### config.mk
export PLATFORM = sky130hd
export DESIGN_NAME = html_entity_escaper_top
export DESIGN_NICKNAME = d
export VERILOG_FILES = /design/src/rtl/core/hee_pkg.sv /design/src/rtl/core/hee_front.sv /design/src/rtl/core/hee_queue.sv /design/src/rtl/core/hee_back.sv /design/src/rtl/core/html_entity_escaper_top.sv
export SDC_FILE = /design/constraint.sdc
export NUM_CORES = 1
export LEC_CHECK = 0
export ABC_AREA = 1
export BUFFER_PORTS_ARGS = -buffer_cell sky130_fd_sc_hd__clkbuf_2
export CAP_MARGIN = 30
export CELL_PAD_IN_SITES_DETAIL_PLACEMENT = 0
export CELL_PAD_IN_SITES_GLOBAL_PLACEMENT = 1
export CORE_MARGIN = 3
export CORE_UTILIZATION = 43
export CTS_CLUSTER_DIAMETER = 200
export DETAILED_ROUTE_END_ITERATION = 10
export GPL_ROUTABILITY_DRIVEN = 0
export HOLD_SLACK_MARGIN = 0.12
export PLACE_DENSITY = 0.76
export SKIP_CTS_REPAIR_TIMING = 1
export SLEW_MARGIN = 20
export SYNTH_ARGS = -nofsm -noshare
export SYNTH_HDL_FRONTEND = slang
export SYNTH_SLANG_ARGS = --single-unit
export TNS_END_PERCENT = 1
### constraint.sdc
create_clock -name clk -period 1.9 [get_ports clk]
set_input_delay 0.285 -clock clk [delete_from_list [all_inputs] [get_ports clk]]
set_output_delay 0.285 -clock clk [all_outputs]
set_load 0.02 [all_outputs]
### src/rtl/core/hee_pkg.sv
`timescale 1ns / 1ps
// Shared types, constants and character tables for the HTML entity escaper.
// Depends on nothing; used by every module of the block.
package hee_pkg;

	localparam int QUEUE_DEPTH = 2;

	typedef enum logic [2:0] {
		KIND_PASS,
		KIND_QUOT,
		KIND_AMP,
		KIND_APOS,
		KIND_LT,
		KIND_GT,
		KIND_NUM
	} kind_t;

	typedef struct packed {
		kind_t      kind;
		logic [6:0] ch;
		logic [1:0] hund;
		logic [3:0] tens;
		logic [3:0] ones;
	} entry_t;

	localparam logic [6:0] CH_AMP  = 7'h26;
	localparam logic [6:0] CH_HASH = 7'h23;
	localparam logic [6:0] CH_SEMI = 7'h3b;
	localparam logic [6:0] CH_ZERO = 7'h30;

	function automatic logic [2:0] run_len(kind_t kind);
		case (kind)
			KIND_PASS: run_len = 3'd1;
			KIND_QUOT: run_len = 3'd6;
			KIND_AMP:  run_len = 3'd5;
			KIND_APOS: run_len = 3'd5;
			KIND_LT:   run_len = 3'd4;
			KIND_GT:   run_len = 3'd4;
			KIND_NUM:  run_len = 3'd6;
			default:   run_len = 3'd1;
		endcase
	endfunction

	function automatic logic [6:0] char_at(entry_t e, logic [2:0] idx);
		logic [6:0] c;
		c = CH_SEMI;
		if (idx == 3'd0) begin
			c = CH_AMP;
		end
		case (e.kind)
			KIND_PASS: c = e.ch;
			KIND_QUOT: begin
				case (idx)
					3'd1: c = 7'h71;
					3'd2: c = 7'h75;
					3'd3: c = 7'h6f;
					3'd4: c = 7'h74;
					default: ;
				endcase
			end
			KIND_AMP: begin
				case (idx)
					3'd1: c = 7'h61;
					3'd2: c = 7'h6d;
					3'd3: c = 7'h70;
					default: ;
				endcase
			end
			KIND_APOS: begin
				case (idx)
					3'd1: c = CH_HASH;
					3'd2: c = 7'h33;
					3'd3: c = 7'h39;
					default: ;
				endcase
			end
			KIND_LT: begin
				case (idx)
					3'd1: c = 7'h6c;
					3'd2: c = 7'h74;
					default: ;
				endcase
			end
			KIND_GT: begin
				case (idx)
					3'd1: c = 7'h67;
					3'd2: c = 7'h74;
					default: ;
				endcase
			end
			KIND_NUM: begin
				case (idx)
					3'd1: c = CH_HASH;
					3'd2: c = CH_ZERO | {5'd0, e.hund};
					3'd3: c = CH_ZERO | {3'd0, e.tens};
					3'd4: c = CH_ZERO | {3'd0, e.ones};
					default: ;
				endcase
			end
			default: ;
		endcase
		char_at = c;
	endfunction

endpackage

### src/rtl/core/hee_front.sv
`timescale 1ns / 1ps
// Front end: accepts text bytes, classifies them and splits high bytes into digits.
// Depends on hee_pkg; feeds hee_queue.
module hee_front (
	input  logic              in_valid,
	output logic              in_stall,
	input  logic [7:0]        text_byte,
	input  logic              q_full,
	output logic              q_push,
	output hee_pkg::entry_t   q_entry
);

	logic        high;
	logic [7:0]  rem8;
	logic [6:0]  rem;
	logic [14:0] prod;
	logic [3:0]  tens;
	logic [6:0]  tens10;
	logic [6:0]  ones7;

	assign in_stall = q_full;
	assign q_push   = in_valid && !q_full && (text_byte != 8'd0);

	// Bytes from 127 up always have a hundreds digit of one or two.
	assign high   = (text_byte >= 8'd200);
	assign rem8   = text_byte - (high ? 8'd200 : 8'd100);
	assign rem    = rem8[6:0];
	assign prod   = {8'd0, rem} * 15'd205;
	assign tens   = prod[14:11];
	assign tens10 = {tens[3:0], 3'b000} + {2'b00, tens[3:0], 1'b0};
	assign ones7  = rem - tens10;

	always_comb begin
		q_entry.ch   = text_byte[6:0];
		q_entry.hund = high ? 2'd2 : 2'd1;
		q_entry.tens = tens;
		q_entry.ones = ones7[3:0];
		if (text_byte[7] || text_byte[6:0] == 7'h7f) begin
			q_entry.kind = hee_pkg::KIND_NUM;
		end else begin
			case (text_byte[6:0])
				7'h22:   q_entry.kind = hee_pkg::KIND_QUOT;
				7'h26:   q_entry.kind = hee_pkg::KIND_AMP;
				7'h27:   q_entry.kind = hee_pkg::KIND_APOS;
				7'h3c:   q_entry.kind = hee_pkg::KIND_LT;
				7'h3e:   q_entry.kind = hee_pkg::KIND_GT;
				default: q_entry.kind = hee_pkg::KIND_PASS;
			endcase
		end
	end

endmodule

### src/rtl/core/hee_queue.sv
`timescale 1ns / 1ps
// Short queue of classified entries between the front and back ends.
// Depends on hee_pkg.
module hee_queue #(
	parameter int DEPTH = hee_pkg::QUEUE_DEPTH
) (
	input  logic            clk,
	input  logic            arst_n,
	input  logic            push,
	input  hee_pkg::entry_t push_entry,
	output logic            full,
	input  logic            pop,
	output logic            head_valid,
	output hee_pkg::entry_t head_entry
);

	localparam int PTR_W = (DEPTH > 1) ? $clog2(DEPTH) : 1;
	localparam int CNT_W = $clog2(DEPTH + 1);

	hee_pkg::entry_t mem_q [DEPTH];
	logic [PTR_W-1:0] wr_ptr_q;
	logic [PTR_W-1:0] rd_ptr_q;
	logic [CNT_W-1:0] count_q;
	logic             do_push;
	logic             do_pop;

	assign full       = (count_q == CNT_W'(DEPTH));
	assign head_valid = (count_q != '0);
	assign head_entry = mem_q[rd_ptr_q];
	assign do_push    = push && !full;
	assign do_pop     = pop && head_valid;

	always_ff @(posedge clk) begin
		if (do_push) begin
			mem_q[wr_ptr_q] <= push_entry;
		end
	end

	always_ff @(posedge clk or negedge arst_n) begin
		if (!arst_n) begin
			wr_ptr_q <= '0;
			rd_ptr_q <= '0;
			count_q  <= '0;
		end else begin
			if (do_push) begin
				wr_ptr_q <= (wr_ptr_q == PTR_W'(DEPTH - 1)) ? '0 : wr_ptr_q + 1'b1;
			end
			if (do_pop) begin
				rd_ptr_q <= (rd_ptr_q == PTR_W'(DEPTH - 1)) ? '0 : rd_ptr_q + 1'b1;
			end
			if (do_push && !do_pop) begin
				count_q <= count_q + 1'b1;
			end else if (do_pop && !do_push) begin
				count_q <= count_q - 1'b1;
			end
		end
	end

endmodule

### src/rtl/core/hee_back.sv
`timescale 1ns / 1ps
// Back end: walks each queued entry one character per cycle, while out_stall allows, into the output register.
// Depends on hee_pkg; reads the head of hee_queue.
module hee_back (
	input  logic            clk,
	input  logic            arst_n,
	input  logic            head_valid,
	input  hee_pkg::entry_t head_entry,
	output logic            pop,
	output logic            out_valid,
	input  logic            out_stall,
	output logic [6:0]      out_char,
	output logic            is_last
);

	logic [2:0] idx_q;
	logic       out_valid_q;
	logic [6:0] out_char_q;
	logic       is_last_q;
	logic       take;
	logic       last;

	assign take = head_valid && (!out_valid_q || !out_stall);
	assign last = (idx_q == hee_pkg::run_len(head_entry.kind) - 3'd1);
	assign pop  = take && last;

	assign out_valid = out_valid_q;
	assign out_char  = out_char_q;
	assign is_last   = is_last_q;

	always_ff @(posedge clk) begin
		if (take) begin
			out_char_q <= hee_pkg::char_at(head_entry, idx_q);
			is_last_q  <= last;
		end
	end

	always_ff @(posedge clk or negedge arst_n) begin
		if (!arst_n) begin
			idx_q       <= '0;
			out_valid_q <= 1'b0;
		end else begin
			if (take) begin
				out_valid_q <= 1'b1;
				idx_q       <= last ? 3'd0 : idx_q + 3'd1;
			end else if (!out_stall) begin
				out_valid_q <= 1'b0;
			end
		end
	end

endmodule

### src/rtl/core/html_entity_escaper_top.sv
`timescale 1ns / 1ps
// HTML entity escaper: one text byte in, its escaped character run out.
// The first character of a byte passes through the queue and then the output register.
// Output: one character per cycle while out_stall is low, from the back end's character
// sequencer; a byte gives 1, 4, 5 or 6 characters, a zero byte gives none.
// Reset: arst_n empties the queue and the output register at once.
module html_entity_escaper_top #(
	parameter int QUEUE_DEPTH = hee_pkg::QUEUE_DEPTH
) (
	input  logic       clk,
	input  logic       arst_n,
	input  logic       in_valid,
	output logic       in_stall,
	input  logic [7:0] text_byte,
	output logic       out_valid,
	input  logic       out_stall,
	output logic [6:0] out_char,
	output logic       is_last
);

	logic            q_full;
	logic            q_push;
	hee_pkg::entry_t q_entry;
	logic            q_pop;
	logic            head_valid;
	hee_pkg::entry_t head_entry;

	hee_front u_front (
		.in_valid  (in_valid),
		.in_stall  (in_stall),
		.text_byte (text_byte),
		.q_full    (q_full),
		.q_push    (q_push),
		.q_entry   (q_entry)
	);

	hee_queue #(
		.DEPTH (QUEUE_DEPTH)
	) u_queue (
		.clk        (clk),
		.arst_n     (arst_n),
		.push       (q_push),
		.push_entry (q_entry),
		.full       (q_full),
		.pop        (q_pop),
		.head_valid (head_valid),
		.head_entry (head_entry)
	);

	hee_back u_back (
		.clk        (clk),
		.arst_n     (arst_n),
		.head_valid (head_valid),
		.head_entry (head_entry),
		.pop        (q_pop),
		.out_valid  (out_valid),
		.out_stall  (out_stall),
		.out_char   (out_char),
		.is_last    (is_last)
	);

endmodule

* Word level (Yosys, flattened, before mapping)
Memory sizes are Yosys's and may differ from the RTL's.
Index checks and enable logic that the tools add are counted.
** Operators by class
- Add/sub/neg operators :: 9
- Multipliers :: 1
- Order comparisons :: 1
- Equal/unequal tests :: 19
- Mux-type cells :: 22
- Reduce and logical (&&, ||, !) cells :: 23
** Operators with widths (number)
- one-hot mux 7 bit (7 select lines) :: 1
- equality test 7 x 6 -> 1 bit, second input constant :: 5
- one-hot mux 7 bit (2 select lines) :: 2
- one-hot mux 7 bit (4 select lines) :: 1
- one-hot mux 7 bit (3 select lines) :: 1
- one-hot mux 5 bit (4 select lines) :: 1
- multiplier 7 x 8 -> 15 bit, second input constant :: 1
- one-hot mux 3 bit (5 select lines) :: 1
- one-hot mux 5 bit (3 select lines) :: 1
- equality test 3 x 2 -> 1 bit, second input constant :: 4
- equality test 3 bit, second input constant :: 4
- one-hot mux 3 bit (3 select lines) :: 1
- >= comparator 8 bit, second input constant :: 1
- logical AND 1 bit :: 8
- nonzero test 8 bit :: 1
- equality test 7 bit, second input constant :: 1
- subtractor 7 bit :: 1
- equality test 3 x 1 -> 1 bit, second input constant :: 2
- zero test 3 bit :: 2
- two-way mux 1 bit :: 6
- two-way mux 2 bit :: 3
- two-way mux 3 bit :: 2
- two-way mux 6 bit :: 1
- OR reduction 2 bit :: 3
- 14 further kinds :: 21
** Storage, ports and cells
- Register bits :: 16
- RAM bits :: 40
- Input port bits :: 12
- Word-level logic and storage cells :: 83
- Memories kept :: 1
** Memories
- u_queue.mem_q :: depth 2, bits a word 20, read ports 1, clocked after Yosys merged registers in 0, write ports 1, RTL line hee_queue.sv:20 : hee_pkg::entry_t mem_q [DEPTH];

* Depth between registers and ports, before layout
An unclocked memory read counts as a cell.
- Depth after elaboration :: 11
- Depth in mapped cells :: 31
- Depth with buffers taken out :: 31

* By module
From an unflattened synthesis, not the netlist that was laid out.
** Second synthesis, totals
- Cells, all modules :: 487
- Area, all modules :: 4177.8 sq um
** By module, submodules not included
- hee_queue :: instances 1, cells an instance 136, area an instance 1689.1 sq um, sequential area each 1301.2 sq um
- hee_front :: instances 1, cells an instance 179, area an instance 1366.3 sq um, sequential area each 0.0 sq um
- hee_back :: instances 1, cells an instance 172, area an instance 1122.3 sq um, sequential area each 340.3 sq um

* Worst setup path after synthesis
OpenSTA, ideal clock, no wires.
- Kind :: input -> register
- Start point :: input text_byte[3]
- End point :: memory u_queue.mem_q[0][3] in the netlist's numbering (data pin)
- Arrival :: 4.950 ns
- Required time :: 1.644 ns
- Slack :: -3.307 ns
- Cell stages on the path :: 31
- Cell sequence :: inv_1 -> a21oi_1 -> inv_1 -> ha_1 -> fa_1 -> nand2_1 -> a21oi_1 -> xor2_1 -> ha_1 -> ha_1 -> fa_1 -> inv_1 -> fa_1 -> inv_1 -> ha_1 -> nand2_1 -> inv_1 -> nand2_1 -> nand2_1 -> nand2_1 -> nand2_1 -> a21oi_1 -> xor2_1 -> inv_1 -> ha_1 -> nand2_1 -> nand3_1 -> nand2_1 -> nand2_1 -> nand2_1 -> nand2_1
** RTL lines
- start: declaration :: RTL line html_entity_escaper_top.sv:14 : input logic [7:0] text_byte,
- end: declaration :: RTL line hee_queue.sv:20

==> out/qor.csv <==
metric,value,unit
failing checks,negative setup slack,
drt total wl,8743,um
grt total ovfl,0,
Synth top area share,36.89,%
Power Dens Cells,1828,mW/mm^2
status,finished with violations,
layout cells sized above 1,36.20,%
First-pass DRT Iterations,4,
remaining antenna violation count after routing,0,
CTS tree,done,
Die Ht,101.3,um
# diodes,0,
Worst Path Max Fanout,3,
Final Hold Violating Endpoints,0,
io pins,22,
fraction of the yosys area taken by sequential cells,42.01,%
final setup violating endpoints,17,
initial antenna violation count,0,
clock root buffer,clkbuf_8,
Yosys warning count,0,
total power draw,9684,uW
top-count cell post-synth,nand2_1,
Synth cell types,38,
clock transition at the registers of the reported paths,0.11,ns
Multi-input gate area,0.002271,mm^2
RSZ-0062 raised after global routing,true,
Post-Place Worst Slack,-3.327,ns
Tmin final,4.665,ns
worst slew pin tran,0.4264,ns
WL per Instance,13.35,um
worst vdd ir,0.0009395,V
via count,3158,
worst path required time,1.97,ns
CP startpoint kind,primary input,
"Design Area, Final",0.005298,mm^2
Total GRT Usage,17.66,%
Rel. slew slack,71.31,%
Die ar.,0.01027,mm^2
Final Skew,0.01860,ns
I/O Buffers,21,
Post-synth ARST share,14.29,%
maximum clock rate,214.4,MHz
critical path type,in2reg,
Final Max Slew Viols,0,
row count,34,
Seq. cell area,0.001644,mm^2
Worst Hold Class,in2reg,
Critical-path top delay cell,fa_1,
Synth area leaders,"edfxtp_1 37%, ha_1 16%, nand2_1 6.8%",
deepest clock path buffer count,2,
clock latency on the worst-skew pair,0.32,ns
Die Wd,101.3,um
Final HPWL DP,6939,um
Syn Inst Count,427,
largest net degree at the start of global routing,21,
CORE AREA,0.008763,mm^2
global-route wire length before repair,14310,um
Filler cells,756,
synth cell count leaders,"71 x nand2_1, 62 x inv_1, 51 x nor2_1, 49 x ha_1, 48 x edfxtp_1",
Worst path most repeated cell,nand2_1,
slack of the critical path,-2.765,ns
Vias per Instance,4.821,
number of flops mapped to enable cells by yosys,48,
Area Overhead vs Synth,35.57,%
Critical Path Sink Type,flop,
number of global-route vias before repair,3048,
Area after DPL,0.004877,mm^2
Seq cells post-synth,56,
reg2reg path depth,12,
Max-Cap Viols,0,
initial core utilization,44.59,%
"Period Utilization, post-route",245.5,%
H-Tree Depth,2,
layout net count,616,
DR DRC count,0,
clock sink count,56,
M1 WL,4236,um
synthesized area,0.003907,mm^2
cell taking the most area after synthesis,edfxtp_1,
"Top FF cell, synth",edfxtp_1,
post-synth net total,497,
Met2 Wirelength,4328,um
Static Leak,0.002509,uW
Met3 Routed Length,134,um
CP arrival,4.74,ns
hold depth,3,
syn_area_per_cell,9.151,um^2
max layer used,met4,
CTS Buf Count,5,
First DRT Iteration DRCs,111,
CP max stage delay,0.51,ns
-- metal layers --
| metal | up-vias | global-route usage [%] |
|---|---|---|
| met2 | 30 | 28.82 |
| met5 | - | 0 |
| met4 | 0 | 4.397 |
| met1 | 1462 | 24.65 |
| met3 | 2 | 2.824 |
| li1 | 1664 | - |
-- cell usage in the layout, fill, tap and decap left out, types with 3 or more instances in the layout --
cell type,count
nand4_1,3
nand2_1,60
nor3_2,4
xnor2_1,3
inv_1,55
fa_1,8
clkbuf_8,5
o21ai_0,18
a21oi_1,11
ha_4,8
nand2_4,5
dfrtp_1,6
o21ai_1,4
buf_6,4
edfxtp_1,48
buf_4,92
nor3_1,6
nor2_1,46
clkbuf_2,16
nand3_1,19
ha_1,40
inv_4,3
xor2_1,8
o22ai_1,3
inv_2,10
nor2_2,4
a21oi_2,6
nand2_2,16
nand3_2,3
-- state kept, by name, summed over array words and instances, names as in the netlist --
name,cells
u_back.out_valid,1
u_queue.count_q,2
u_queue.wr_ptr_q,1
u_back.idx_q,3
u_back.out_char,7
u_queue.mem_q,40
u_back.is_last,1
u_queue.rd_ptr_q,1
-- cell families after synthesis --
group                    synth area share, %
buffers and inverters                  7.332
AND/OR/NAND/NOR                        18.80
AO/OA/AOI/OAI                          8.198
adder cells (fa/ha/maj)                20.30
XOR/XNOR                               3.362
flip-flops                             42.01
-- cell type report --
| cell class | count | share of cell area (%) |
|---|---|---|
| flip-flops and latches | 56 | 31.03 |
| repair buffers | 117 | 16.91 |
| multi-input cells | 299 | 42.87 |
| inverters | 67 | 4.842 |
| well taps | 108 | 2.551 |
| clock buffers | 5 | 1.299 |
| clock inverters | 3 | 0.4960 |
-- where the power goes --
part	internal (uW)	switching, uW	leakage, uW
sequential	2100	171	0.000542
clock	273	421	0.0000506
combinational	3260	3460	0.00192
-- worst paths after layout --
path,startpoint,end,slack [ns]
max,text_byte[3],u_queue.mem_q[0][3],-2.76
min,out_stall,u_back.out_valid,0.19
max reg2reg,u_queue.rd_ptr_q,u_queue.count_q[1],-0.33
min reg2reg,u_back.out_valid,u_back.out_valid,0.51
max in group asynchronous,arst_n,u_back.idx_q[0],1.35
min in group asynchronous,arst_n,u_back.idx_q[1],0.34
-- worst max-delay path, delay by kind of cell --
family          cells  cell delay, ns
compound gates      3            0.33
xor+xnor            3            0.45
buf+inv             8            0.44
fa+ha+maj           8            2.55
simple gates       10            0.68
-- metrics by stage --
step	hold WS, ns	util [%]	setup TNS, ns	cells
floorplan	-0.01059	-	-51.82	427
global placement	0.1471	55.65	-48.59	640
detailed placement	0.1562	55.65	-52.56	640
CTS	-0.1944	56.74	-37.02	648
global route	0.1791	60.45	-37.47	655
finish	0.1916	60.45	-33.95	655
No activity file was read; power rests on OpenSTA's default activity.
